## src/rtl/core/fss_pkg.sv

```systemverilog
// Shared types and constants for the fan speed step selector.
`default_nettype none

package fss_pkg;

    localparam int SPEED_W = 7;
    localparam int STEP_W  = 3;
    localparam int REQ_W   = 8;
    localparam int IDX_W   = 3;

    localparam logic [SPEED_W-1:0] SPEED_MAX = 7'd100;
    localparam logic [SPEED_W-1:0] BEST_INIT = 7'd127;

    typedef logic [SPEED_W-1:0] t_speed;
    typedef logic [STEP_W-1:0]  t_step;

    typedef enum logic [1:0] {
        OP_DOWN = 2'd0,
        OP_UP   = 2'd1,
        OP_SET  = 2'd2,
        OP_STOP = 2'd3
    } t_op;

    // table lookup result for one step
    typedef struct packed {
        t_speed speed;    // speed for the addressed step
        logic   word_nz;  // table word behind the step is nonzero
    } t_table_rd;

    // compare unit result
    typedef struct packed {
        t_speed diff;     // |a - b|
        logic   lt_best;  // diff below running best
        logic   equal;    // a == b
    } t_cmp_res;

endpackage

`default_nettype wire

```

## src/rtl/core/fan_speed_step_selector_core.sv

```systemverilog
// Top level of the fan speed step selector: sequencer, state and stream ports.
// Sequence: an accepted stop goes through EXEC and DONE; down/up go through EXEC, FOLLOW
//   and DONE; set goes through EXEC, then scans one table step per cycle in SCAN
//   through the shared compare unit, then DONE; the result is registered on leaving DONE.
// Throughput: one transaction at a time; the input is ready only while idle, in the
//   cycle after the result is registered; a full output register holds the sequencer.
// Reset: synchronous, active low; step, drive, table words and handshake state clear.
`default_nettype none

module fan_speed_step_selector_core #(
    parameter int TABLE_WORDS = 6
) (
    input  wire         i_clk,
    input  wire         i_rst_n,
    // config port
    input  wire         i_cfg_we,
    input  wire  [2:0]  i_cfg_idx,
    input  wire  [6:0]  i_cfg_data,
    // input stream
    input  wire         i_s_tvalid,
    output logic        o_s_tready,
    input  wire  [7:0]  i_s_tdata,   // [7:0] requested_speed (signed)
    input  wire  [1:0]  i_s_tuser,   // [1:0] op
    // result stream
    output logic        o_m_tvalid,
    input  wire         i_m_tready,
    output logic [15:0] o_m_tdata    // [6:0] drive_speed, [9:7] speed_step,
                                     // [10] update_event, [15:11] zero
);
    import fss_pkg::*;

    localparam t_step LAST_STEP = STEP_W'(TABLE_WORDS + 1);

    typedef enum logic [2:0] {
        S_IDLE,
        S_EXEC,
        S_SCAN,
        S_FOLLOW,
        S_DONE
    } t_state;

    t_state    r_state;
    t_op       r_op;
    t_speed    r_req;      // clamped request
    t_step     r_step;
    t_speed    r_drive;
    t_speed    r_best;
    t_step     r_idx;      // scan position
    logic      r_ev;
    logic      r_out_valid;
    logic [15:0] r_out_data;

    t_step     tbl_addr;
    t_table_rd tbl_rd;
    t_speed    cmp_b;
    t_cmp_res  cmp_res;
    t_speed    req_clamped;
    logic      in_acc;
    logic      out_free;

    // one table read port and one compare unit serve every state
    assign tbl_addr = (r_state == S_SCAN) ? r_idx : r_step;
    assign cmp_b    = (r_state == S_SCAN) ? r_req : r_drive;

    fss_step_table #(
        .TABLE_WORDS (TABLE_WORDS)
    ) u_table (
        .i_clk      (i_clk),
        .i_rst_n    (i_rst_n),
        .i_cfg_we   (i_cfg_we),
        .i_cfg_idx  (i_cfg_idx),
        .i_cfg_data (i_cfg_data),
        .i_step     (tbl_addr),
        .o_rd       (tbl_rd)
    );

    fss_cmp_unit u_cmp (
        .i_a    (tbl_rd.speed),
        .i_b    (cmp_b),
        .i_best (r_best),
        .o_res  (cmp_res)
    );

    // negative requests go to 0, anything above full speed to full speed
    always_comb begin
        if (i_s_tdata[7]) begin
            req_clamped = '0;
        end else if (i_s_tdata[6:0] > SPEED_MAX) begin
            req_clamped = SPEED_MAX;
        end else begin
            req_clamped = i_s_tdata[6:0];
        end
    end

    assign o_s_tready = (r_state == S_IDLE);
    assign in_acc     = i_s_tvalid && o_s_tready;
    assign out_free   = !r_out_valid || i_m_tready;
    assign o_m_tvalid = r_out_valid;
    assign o_m_tdata  = r_out_data;

    always_ff @(posedge i_clk) begin
        if (!i_rst_n) begin
            r_state     <= S_IDLE;
            r_step      <= '0;
            r_drive     <= '0;
            r_out_valid <= 1'b0;
        end else begin
            // a new result takes the register as the old one leaves
            if (r_state == S_DONE && out_free) begin
                r_out_valid <= 1'b1;
            end else if (r_out_valid && i_m_tready) begin
                r_out_valid <= 1'b0;
            end
            case (r_state)
                S_IDLE: begin
                    if (in_acc) begin
                        r_op    <= t_op'(i_s_tuser);
                        r_req   <= req_clamped;
                        r_state <= S_EXEC;
                    end
                end
                S_EXEC: begin
                    case (r_op)
                        OP_DOWN: begin
                            if (r_step != '0) begin
                                r_step <= r_step - 1'b1;
                            end
                            r_state <= S_FOLLOW;
                        end
                        OP_UP: begin
                            // word_nz is low for steps outside the table
                            if (r_step == '0 || tbl_rd.word_nz) begin
                                r_step <= r_step + 1'b1;
                            end
                            r_state <= S_FOLLOW;
                        end
                        OP_SET: begin
                            r_drive <= r_req;
                            r_best  <= BEST_INIT;
                            r_idx   <= '0;
                            r_state <= S_SCAN;
                        end
                        default: begin
                            r_step  <= '0;
                            r_drive <= '0;
                            r_ev    <= 1'b1;
                            r_state <= S_DONE;
                        end
                    endcase
                end
                S_SCAN: begin
                    // nearest step, earliest wins on ties; stop at full speed
                    if (cmp_res.lt_best) begin
                        r_best <= cmp_res.diff;
                        r_step <= r_idx;
                    end
                    if (tbl_rd.speed == SPEED_MAX) begin
                        r_ev    <= 1'b1;
                        r_state <= S_DONE;
                    end else begin
                        r_idx <= r_idx + 1'b1;
                    end
                end
                S_FOLLOW: begin
                    r_ev <= !cmp_res.equal;
                    if (!cmp_res.equal) begin
                        r_drive <= tbl_rd.speed;
                    end
                    r_state <= S_DONE;
                end
                S_DONE: begin
                    if (out_free) begin
                        r_out_data  <= {5'b0, r_ev, r_step, r_drive};
                        r_state     <= S_IDLE;
                    end
                end
                default: begin
                    r_state <= S_IDLE;
                end
            endcase
        end
    end

    // step can only climb one past the table
    a_step_range: assert property (@(posedge i_clk) disable iff (!i_rst_n)
        r_step <= LAST_STEP)
        else $error("step beyond table end");

    a_drive_range: assert property (@(posedge i_clk) disable iff (!i_rst_n)
        r_drive <= SPEED_MAX)
        else $error("drive above full speed");

    // scan always ends by the step past the table, which reads full speed
    a_scan_bound: assert property (@(posedge i_clk) disable iff (!i_rst_n)
        (r_state == S_SCAN) |-> (r_op == OP_SET && r_idx <= LAST_STEP))
        else $error("scan ran past last step");

    // a stop result carries zero step and drive with an update
    a_stop_result: assert property (@(posedge i_clk) disable iff (!i_rst_n)
        (r_state == S_DONE && out_free && r_op == OP_STOP)
        |=> (o_m_tdata[10:0] == {1'b1, 3'd0, 7'd0}))
        else $error("stop result not cleared");

endmodule

`default_nettype wire

```

## src/rtl/core/fss_step_table.sv

```systemverilog
// Step speed table: configuration words and the step to speed lookup.
`default_nettype none

module fss_step_table #(
    parameter int TABLE_WORDS = 6
) (
    input  wire                          i_clk,
    input  wire                          i_rst_n,
    input  wire                          i_cfg_we,
    input  wire  [fss_pkg::IDX_W-1:0]    i_cfg_idx,
    input  wire  fss_pkg::t_speed        i_cfg_data,
    input  wire  fss_pkg::t_step         i_step,
    output fss_pkg::t_table_rd           o_rd
);
    import fss_pkg::*;

    logic [SPEED_W-1:0] r_word [TABLE_WORDS];

    // words outside the table are never consulted, so not stored
    always_ff @(posedge i_clk) begin
        if (!i_rst_n) begin
            for (int k = 0; k < TABLE_WORDS; k++) begin
                r_word[k] <= '0;
            end
        end else begin
            for (int k = 0; k < TABLE_WORDS; k++) begin
                if (i_cfg_we && (i_cfg_idx == IDX_W'(k))) begin
                    r_word[k] <= i_cfg_data;
                end
            end
        end
    end

    always_comb begin
        t_speed w;
        w = '0;
        for (int k = 0; k < TABLE_WORDS; k++) begin
            if (i_step == STEP_W'(k + 1)) begin
                w = r_word[k];
            end
        end
        o_rd.word_nz = (w != '0);
        if (i_step == '0) begin
            o_rd.speed = '0;
        end else if (w == '0 || w > SPEED_MAX) begin
            o_rd.speed = SPEED_MAX;
        end else begin
            o_rd.speed = w;
        end
    end

endmodule

`default_nettype wire

```

## src/rtl/core/fss_cmp_unit.sv

```systemverilog
// Shared compare unit: absolute difference, best compare and equality.
`default_nettype none

module fss_cmp_unit (
    input  wire  fss_pkg::t_speed  i_a,
    input  wire  fss_pkg::t_speed  i_b,
    input  wire  fss_pkg::t_speed  i_best,
    output fss_pkg::t_cmp_res      o_res
);
    import fss_pkg::*;

    always_comb begin
        if (i_a >= i_b) begin
            o_res.diff = i_a - i_b;
        end else begin
            o_res.diff = i_b - i_a;
        end
        o_res.lt_best = (o_res.diff < i_best);
        o_res.equal   = (i_a == i_b);
    end

endmodule

`default_nettype wire
```

## config.mk

```make
export PLATFORM = sky130hd
export DESIGN_NAME = fan_speed_step_selector_core
export DESIGN_NICKNAME = d
export VERILOG_FILES = /design/src/rtl/core/fss_pkg.sv /design/src/rtl/core/fan_speed_step_selector_core.sv /design/src/rtl/core/fss_step_table.sv /design/src/rtl/core/fss_cmp_unit.sv
export SDC_FILE = /design/constraint.sdc
export NUM_CORES = 1
export LEC_CHECK = 0
export BUFFER_PORTS_ARGS = -buffer_cell sky130_fd_sc_hd__buf_2
export CORE_UTILIZATION = 35
export CTS_CLUSTER_SIZE = 12
export DETAILED_ROUTE_END_ITERATION = 10
export GPL_ROUTABILITY_DRIVEN = 0
export GPL_TIMING_DRIVEN = 0
export HOLD_SLACK_MARGIN = 0.1
export PLACE_DENSITY = 0.52
export RECOVER_POWER = 50
export SLEW_MARGIN = 0
export SYNTH_ARGS = -nofsm -noshare
export SYNTH_HDL_FRONTEND = slang
export SYNTH_SLANG_ARGS = --single-unit
```

## constraint.sdc

```tcl
create_clock -name i_clk -period 8.2 [get_ports i_clk]
set_clock_uncertainty 0.15 [all_clocks]
set_input_delay 0.41 -clock i_clk [delete_from_list [all_inputs] [get_ports i_clk]]
set_output_delay 0.41 -clock i_clk [all_outputs]
set_load 0.02 [all_outputs]
```

-- Word level (Yosys, flattened, before mapping)
Memories as Yosys holds them, arrays and structs flattened.
Index checks and enable logic that the tools add are counted.
- bits in writable memories: 42
- bits in registers: 45
- memories: 1
- word-level logic and storage cells: 156
- input port bits: 25
- output and inout port bits: 18
- memories (name ; words ; bits a word ; rd ports ; clocked after memory_dff ; wr ports ; line ; text):
    u_table.r_word ; 6 ; 7 ; 6 ; 0 ; 6 ; fss_step_table.sv:17 ; logic [SPEED_W-1:0] r_word [TABLE_WORDS];
- order comparisons: 4
- $add $sub $neg: 5
- reduce and logical (&&, ||, !) cells: 37
- bitwise operators: 6
- mux-type cells: 61
- equal/unequal tests: 31
- operators with widths (kind ; number):
    $mux 7 ; 20
    $pmux 7 s2 ; 3
    $mux 3 ; 9
    $mux 1 ; 23
    $eq 3x2->1 const B ; 6
    $eq 3x3->1 const B ; 6
    $pmux 3 s2 ; 3
    $pmux 3 s5 ; 1
    $gt 7x7->1 const B ; 2
    $ne 2x2->1 const B ; 7
    $sub 7x7->7 ; 2
    $logic_not 3->1 ; 4
    $reduce_and 3->1 ; 4
    $reduce_and 4->1 ; 3
    $eq 3x1->1 const B ; 3
    $logic_and 1x1->1 ; 9
    $pmux 3 s3 ; 1
    $eq 7x7->1 ; 1
    $eq 7x7->1 const B ; 1
    $ge 7x7->1 ; 1
    $logic_not 7->1 ; 1
    $lt 7x7->1 ; 1
    $reduce_bool 7->1 ; 1
    $add 3x1->3 const B ; 2
    15 further kinds ; 30

-- Longest topological paths before layout
Gate-level depths: netlist of run 1.
- depth in word-level cells: 18
- mapped depth: 32
- depth with buffers taken out: 30

-- Cells and area by module
Synthesis of run 1 repeated with hierarchy kept, for this count alone.
- cell total of the unflattened synthesis: 476
- area total of the unflattened synthesis: 5059.9 um2
- modules (own cells, without submodules) (module ; times used ; cells an instance ; seq. area each (um2) ; area each (um2)):
    fan_speed_step_selector_core ; 1 ; 207 ; 1211.2 ; 2179.6
    fss_step_table ; 1 ; 179 ; 1261.2 ; 2178.3
    fss_cmp_unit ; 1 ; 90 ; 0.0 ; 701.9

-- Least setup slack after synthesis of run 1
Ideal clock, no wire load.
- path type: register -> register
- start point: register r_state[1]
- end point: register r_best[0] (enable)
- clock period less this slack: 6.651 ns
- stages on the path, launching flop included: 31
- slack: 1.549 ns
- library setup time: 0.382 ns
- buffers on the path: 3
- data required time: 7.668 ns
- data arrival time: 6.120 ns
- path through: dfxtp_1 or3b_4 buf_6 buf_6 buf_2 a21oi_2 mux2i_1 o31ai_2 o211ai_1 nand2_1 inv_1 ha_1 nor2b_1 o21ai_0 a21boi_0 o21ai_0 nand3_1 a211o_1 a21oi_1 nor2_2 nand2_1 o21ai_0 ha_1 a21boi_0 o21a_1 o21a_1 o21a_1 o21a_1 o21ai_0 nand2_1 a21boi_0
- RTL lines (item ; line ; text):
    start, declared ; fan_speed_step_selector_core.sv:42 ; t_state r_state;
    start signal, assigned ; fan_speed_step_selector_core.sv:103 ; r_state <= S_IDLE;
    start signal, assigned ; fan_speed_step_selector_core.sv:119 ; r_state <= S_EXEC;
    start signal, assigned ; fan_speed_step_selector_core.sv:128 ; r_state <= S_FOLLOW;
    end signal, assigned ; fan_speed_step_selector_core.sv:154 ; r_best <= cmp_res.diff;
    end, declared ; fan_speed_step_selector_core.sv:47 ; t_speed r_best;

==> results.yml, run 1 <==
timing:
  hold_viol: 0
  max_slew_margin_pct: 22.41
  period_share_pct: 92.48
  final_max_slew_viol_count: 0
  fin_tns_setup_ns: 0
  tightest_slew_ns: 1.154
  fin_crit_ns: 7.584
  rsz0062_at_grt: "no"
  setup_violations: 0
  clock.fmax_mhz: 131.9
yosys:
  synth_flop_cell: "edfxtp_1"
  synth_xor_area_share_pct: 0.6429
  synth.avg_cell_area_sq_um: 9.980
  yosysMostFrequentCell: "edfxtp_1"
  syn_inst: 546
  async_reset_ff_share_pct: 0
  yosysUniqueCellTypes: 72
  ys_seq_area_share_pct: 45.37
  synth-simple-area-share_pct: 22.92
  muxShareOfSynthArea_pct: 3.444
  synth_edf_count: 73
  netlist_top_cells_count: "edfxtp_1 (73), nand2_1 (67), and2_1 (50)"
  yosysTopAreaCell: "edfxtp_1"
  yosys.area.top_type_share_pct: 40.23
  post_synth_instance_area_sq_mm: 0.005449
  synth.ff_latch_count: 87
  synth_top_family_by_area: "simple AND/OR/NAND/NOR gates"
  synth-compound-area-share_pct: 17.47
  synthTopCellsByArea: "edfxtp_1 (40%), and2_1 (5.7%), dfxtp_1 (5.1%)"
  yosys.area_share.adder_pct: 5.465
  yosys_warnings: 0
critical_path:
  required_ns: 8.06
  slowest_delay_ns: 0.44
  start_kind: "flop"
  crit_path_end_kind: "flop"
  crit_buf_inv: 4
  cp_slowest_cell: "or3b_4"
  crit_type: "flop to flop"
  cpLargestDelayFamily: "compound AO/OA/AOI/OAI gates"
  crit_fanout: 10
  crit_arrival_ns: 7.44
drt:
  route.vias.total: 4263
  dr_wl_met2_mm: 5.991
  drc: 0
  wl_met3_um: 657
  drtPass1Iterations: 5
  top_layer: "met4"
  via_per_inst: 5.376
  totalWireLength_mm: 13.91
  wl_met1_mm: 6.785
  postRouteAntennaNets: 0
  drt_iter0_markers: 353
  wl_per_cell_um: 17.54
finish:
  seq_area_sq_mm: 0.002472
  layout-drive-gt1-share_pct: 12.89
  antenna-diode-count: 0
  area_delta_synth_final_pct: 14.97
  multiInputGateArea_sq_mm: 0.002753
  fillerInstances: 1503
  final_nets: 647
cts:
  path_clk_slew_ns: 0.07
  tritoncts: "done"
  cts_sinks: 87
  htreeDepth: 3
  cts_buffer_depth: 2
  postCtsSetupRepairBufs: 0
  cts_root_buffer: "clkbuf_16"
  insertion_delay_ns: 0.35
  numCtsBuffers: 9
die:
  io_pins: 43
  initial_utilization_pct: 35.84
  die_h_um: 126.8
  die_w_um: 126.8
  rows: 45
  core_sq_mm: 0.01520
  dieArea_sq_mm: 0.01607
global_route:
  grt_pass1_vias: 4023
  grt_pass1_wl_mm: 21.96
  grt_use_total_pct: 18.05
  antenna_found_initial: 0
  grt-ovfl-total: 0
  grt_max_degree: 16
placement:
  numPortBuffers: 37
  dpl.hpwl_mm: 10.76
flow_run:
  cap_violations: 0
worst_hold_path:
  hold_path.class: "input pin to flop"
outcome:
  status: "completed"
-- worst reg2reg max path, delay by kind of cell, from the launching register on --
family	cells	cell delay [ns]
AOI/OAI and AO/OA	16	3.80
and+or+nand+nor	7	1.38
buffers and inverters	4	0.74
adders and majority gates	2	0.62
DFF	1	0.38
muxes	1	0.17
-- path summary, 6_finish.rpt --
kind / startpoint / to / slack (ns) / cells past startpoint
worst max register to register: r_state[1] / r_best[1] / 0.62 / 30
worst min-delay path: i_s_tdata[1] / r_req[1] / 0.22 / 2
worst max-delay path: r_state[1] / r_best[1] / 0.62 / 30
worst min register to register: r_ev / o_m_tdata[10] / 0.29 / 0
-- registers in the layout, summed over array words and instances, names as in the netlist --
register	flops
u_table.r_word	42
o_m_tdata	11
r_best	7
r_drive	7
r_req	7
r_idx	3
r_state	3
r_step	3
r_op	2
o_m_tvalid	1
r_ev	1
-- cell usage in the layout (no fill, tap or decap), types with 4 or more instances in the layout --
cell	n
a21boi_0	6
and2_1	15
o211ai_1	11
a21oi_2	5
buf_2	28
o21ai_0	25
clkbuf_1	26
clkbuf_16	9
nand2b_1	12
and3_1	5
nor3b_1	4
nand3_1	19
o31ai_1	5
nor2_1	25
o21ai_1	6
inv_1	25
a211o_1	6
a32o_1	6
conb_1	5
xnor2_1	4
o21a_1	5
and2_0	35
edfxtp_1	73
a311o_1	6
ha_1	19
nand4_1	4
a21oi_1	12
nand2_1	67
bufinv_16	4
dfxtp_1	14
nor3_1	7
mux2i_1	15
buf_4	6
a21o_1	5
nor2b_1	16
-- cells by family after synthesis --
logic type,Yosys count
other,1
flip-flops,87
AO/OA/AOI/OAI,128
adder cells (fa/ha/maj),22
buffers and inverters,54
AND/OR/NAND/NOR,232
XOR/XNOR,4
multiplexers,18
-- metal layers --
metal  up-vias  global-route usage (%)
met2       117                   27.04
met1      2029                   24.78
met3        30                   4.091
met4         0                   8.333
met5         -                       0
li1       2087                       -
-- area by class of cell --
type	count	share of cell area, %
clock buffer	10	3.655
timing repair buffer	39	2.956
sequential	87	39.46
clock inverter	6	2.237
tap	188	3.755
inverter	27	1.618
buffer	27	2.377
multi-input combinational	409	43.94
-- metrics by stage --
stage / util, % / cells / hold WS (ns) / cell area [sq um] / setup slack, ns
final: 41.21 / 793 / 0.2184 / 6265 / 0.6164
after global routing: 41.21 / 793 / 0.2364 / 6265 / 0.1139
after CTS: 41.27 / 793 / 0.2048 / 6274 / 0.05202
after detailed placement: 38.71 / 775 / 0.2688 / 5884 / 0.08985
after global placement: 38.71 / 775 / 0.2609 / 5884 / 0.1316
after floorplan: - / 550 / 0.2503 / 5464 / 1.549
-- repair_timing --
action / in CTS / in global routing
resized for setup: 0 / 3
hold buffers: 2 / 0
setup endpoints to repair: 0 / 7
hold endpoints to repair: 2 / 0
Power of run 1 is left out: the tool's default activity adds up to more than one toggle a clock period on the data nets, which glitch-free logic cannot reach.
==> inputs of run 2 (changes only) <==
CELL_PAD_IN_SITES_DETAIL_PLACEMENT = 0   (was not set)
CELL_PAD_IN_SITES_GLOBAL_PLACEMENT = 2   (was not set)
PLACE_DENSITY = 0.74   (was 0.52)
==> results.yml, run 2 (synthesis results as in run 1) <==
outcome:
  status: "completed"
critical_path:
  start_kind: "flop"
  crit_type: "flop to flop"
  cp_slowest_cell: "nor3b_4"
  required_ns: 8.07
  slowest_delay_ns: 0.44
  crit_path_end_kind: "flop"
  crit_path_frequent_cell: "o21ai_0"
  crit_fanout: 10
  crit_arrival_ns: 7.48
timing:
  tightest_slew_ns: 1.196
  final_max_slew_viol_count: 0
  max_slew_margin_pct: 19.99
  rsz0062_at_grt: "no"
  setup_violations: 0
  period_share_pct: 92.78
  hold_ws_ns: 0.2108
  clock.fmax_mhz: 131.4
  hold_viol: 0
  fin_crit_ns: 7.608
die:
  initial_utilization_pct: 35.84
  core_sq_mm: 0.01520
  io_pins: 43
  die_w_um: 126.8
  rows: 45
  dieArea_sq_mm: 0.01607
  die_h_um: 126.8
finish:
  layout_common_cells: "edfxtp_1 (73), nand2_1 (67), and2_0 (36), buf_2 (29)"
  final_nets: 647
  area_delta_synth_final_pct: 13.66
  layout_commonest_cell: "edfxtp_1"
  layout-drive-gt1-share_pct: 12.75
  fillerInstances: 1505
  largest_reg_flops: 42
  antenna-diode-count: 0
  regMostFlops: "u_table.r_word"
  utilization_pct: 40.74
global_route:
  grt_use_total_pct: 18.50
  antenna_found_initial: 0
  grt_max_degree: 15
  grt_pass1_vias: 4149
  grt_pass1_wl_mm: 22.18
  grt-ovfl-total: 0
drt:
  route.vias.total: 4245
  drc: 0
  drt_iter0_markers: 276
  totalWireLength_mm: 14.04
  postRouteAntennaNets: 0
  via_per_inst: 5.360
  drtPass1Iterations: 5
  wl_per_cell_um: 17.72
flow_run:
  cap_violations: 0
cts:
  numCtsBuffers: 9
  cts_sinks: 87
  insertion_delay_ns: 0.35
  cts_buffer_depth: 2
  path_clk_slew_ns: 0.06
  postCtsSetupRepairBufs: 0
  tritoncts: "done"
  htreeDepth: 3
  cts_root_buffer: "clkbuf_16"
worst_hold_path:
  hold_path.class: "input pin to flop"
placement:
  dpl.hpwl_mm: 10.88
  numPortBuffers: 37
run 2: cell types whose count changed in the layout (fill, tap and decap cells not counted), sizes merged:
cell	change
clkbuf	-1
inv	-1
clkinvlp	+1
buf	+1
bufinv	-3
clkinv	+2
run 2: layer usage:
layer | share of wire [%] | track usage (%) | up-vias | wire length (um)
met5 | 0 | 0 | - | 0
met4 | 2.5 | 8.333 | 0 | 346
met3 | 3.0 | 3.332 | 16 | 424
met2 | 49 | 31.00 | 77 | 6817
met1 | 46 | 23.32 | 2059 | 6449
li1 | - | - | 2093 | -
run 2: repair_timing:
item	in CTS	in global routing
endpoints found under the hold margin	2	0
gates cloned	0	0
resized for setup	2	3
setup endpoints to repair	7	10
hold buffers	2	0
run 2: worst paths after layout:
check / slack [ns] / startpoint / cells past startpoint / endpoint
max: 0.59 / r_state[0] / 30 / r_best[1]
min: 0.21 / i_s_tdata[1] / 2 / r_req[1]
max reg2reg: 0.59 / r_state[0] / 30 / r_best[1]
min reg2reg: 0.27 / r_ev / 0 / o_m_tdata[10]
run 2: critical path, delay by kind of cell, from the launching register on:
family | cells | cell delay [ns]
AO/OA/AOI/OAI | 16 | 3.32
adder cells (fa/ha/maj) | 2 | 0.63
buffers and inverters | 3 | 0.80
flip-flops | 1 | 0.31
multiplexers | 1 | 0.43
AND/OR/NAND/NOR | 8 | 1.62
run 2: metrics by stage:
stage	TNS, ns	setup WS, ns	area, sq um	cells
after floorplan	0	1.549	5464	550
after global placement	-2.174	-0.3109	5884	775
after detailed placement	-3.254	-0.4652	5884	775
after CTS	0	0.1189	6196	792
after global routing	0	0.04736	6193	792
final	0	0.5917	6193	792
run 2: layout make-up:
cell class	instances	area [sq um]	area share [%]
timing repair buffer	39	186.4	3.010
clock inverter	5	58.81	0.9495
sequential	87	2472	39.92
buffer	27	148.9	2.404
clock buffer	10	229.0	3.697
tap	188	235.2	3.798
multi-input combinational	409	2761	44.59
inverter	27	101.3	1.636
Power of run 2 is left out for the same reason.
==> inputs of run 3 (changes only) <==
BUFFER_PORTS_ARGS = not set   (was -buffer_cell sky130_fd_sc_hd__buf_2)
DONT_BUFFER_PORTS = 1   (was not set)
PLACE_DENSITY = 0.7   (was 0.74)
==> results.yml, run 3 (synthesis results as in run 1) <==
outcome:
  status: "completed"
cts:
  path_clk_slew_ns: 0.06
  insertion_delay_ns: 0.35
  postCtsSetupRepairBufs: 0
  cts_sinks: 87
  numCtsBuffers: 9
  htreeDepth: 3
  tritoncts: "done"
  cts_root_buffer: "clkbuf_16"
  cts_buffer_depth: 2
placement:
  numPortBuffers: 0
  dpl.hpwl_mm: 11.27
  dpl.cell_count: 738
drt:
  wl_per_cell_um: 19.37
  route.vias.total: 4230
  via_per_inst: 5.537
  postRouteAntennaNets: 0
  drtPass1Iterations: 5
  totalWireLength_mm: 14.80
  drt_iter0_markers: 301
  drc: 0
timing:
  hold_viol: 0
  fin_crit_ns: 7.551
  tightest_slew_ns: 1.231
  clock.fmax_mhz: 132.4
  setup_violations: 0
  period_share_pct: 92.09
  rsz0062_at_grt: "no"
  final_max_slew_viol_count: 0
  max_slew_margin_pct: 17.06
die:
  io_pins: 43
  rows: 45
  dieArea_sq_mm: 0.01607
  core_sq_mm: 0.01520
  die_h_um: 126.8
  initial_utilization_pct: 35.84
  die_w_um: 126.8
global_route:
  grt_pass1_vias: 4091
  grt-ovfl-total: 0
  grt_max_degree: 15
  grt_use_total_pct: 19.37
  grt_pass1_wl_mm: 23.23
  antenna_found_initial: 0
finish:
  final_nets: 618
  largest_reg_flops: 42
  layout_common_cells: "edfxtp_1 (73), nand2_1 (67), and2_0 (29)"
  fillerInstances: 1541
  area_delta_synth_final_pct: 13.55
  regMostFlops: "u_table.r_word"
  layout_commonest_cell: "edfxtp_1"
  antenna-diode-count: 0
  stdcell_count: 764
  layout-drive-gt1-share_pct: 10.24
critical_path:
  start_kind: "flop"
  required_ns: 8.07
  slowest_delay_ns: 0.48
  cp_slowest_cell: "o31ai_4"
  crit_type: "flop to flop"
  crit_path_end_kind: "flop"
  crit_fanout: 10
  crit_arrival_ns: 7.42
worst_hold_path:
  hold_path.class: "input pin to flop"
flow_run:
  cap_violations: 0
==> run 3: cell types whose count changed in the layout (fill, tap and decap cells not counted) <==
| cell | delta |
|---|---|
| clkbuf_1 | -16 |
| and2_0 | -7 |
| dlygate4sd3_1 | +8 |
| clkinv_4 | -1 |
| clkinv_1 | -1 |
| or3b_1 | -1 |
| buf_2 | -22 |
| inv_6 | -1 |
| or3b_4 | +1 |
| bufinv_16 | +3 |
| clkinv_2 | +1 |
| and2_1 | +7 |
| clkbuf_4 | +1 |
==> run 3: metal layers <==
layer  global-route usage [%]  routed length, um  vias to the layer above  part of all wire (%)
li1                         -                  -                     2040                     -
met1                    24.79               6818                     2046                    46
met2                    30.97               6762                      113                    46
met3                    3.627                624                       31                   4.2
met4                    10.71                592                        0                   4.0
met5                        0                  0                        -                     0
==> run 3: worst max-delay path: cells and delay by family, from the launching register on <==
| family | cells | cell delay [ns] |
|---|---|---|
| muxes | 1 | 0.20 |
| and+or+nand+nor | 7 | 1.47 |
| DFF | 1 | 0.37 |
| buffers and inverters | 4 | 0.65 |
| AOI/OAI and AO/OA | 16 | 3.76 |
| adders and majority gates | 2 | 0.63 |
==> run 3: what timing repair did <==
item                                    CTS  global route
endpoints found under the setup margin    7            10
resized for setup                         2             4
endpoints found under the hold margin    16             1
hold buffers                              9             1
==> run 3: path summary, 6_finish.rpt <==
check / from / end / slack, ns / cells past startpoint
setup / recovery: r_state[1] / r_best[6] / 0.65 / 30
hold / removal: i_cfg_data[5] / u_table.r_word[0][40] / 0.11 / 1
setup reg to reg: r_state[1] / r_best[6] / 0.65 / 30
hold reg to reg: r_ev / o_m_tdata[10] / 0.29 / 0
==> run 3: cell type report <==
class	instances	area, sq um	area share, %
Buffer	27	152.6	2.467
Clock buffer	10	229.0	3.701
Clock inverter	6	132.6	2.144
Inverter	27	101.3	1.638
Multi-Input combinational cell	409	2764	44.67
Sequential cell	87	2472	39.96
Tap cell	188	235.2	3.802
Timing Repair Buffer	10	100.1	1.618
==> run 3: per-stage QoR <==
step | hold WS [ns] | setup slack [ns] | area (sq um) | TNS [ns] | utilization (%)
final | 0.1061 | 0.6487 | 6187 | 0 | 40.70
after floorplan | 0.2503 | 1.549 | 5464 | 0 | -
after detailed placement | 0.2741 | -0.5555 | 5699 | -3.886 | 37.49
after global routing | 0.1003 | 0.03676 | 6187 | 0 | 40.70
after CTS | 0.1001 | 0.02246 | 6155 | 0 | 40.49
after global placement | 0.2728 | -0.5428 | 5699 | -3.798 | 37.49
Power of run 3 is left out for the same reason.
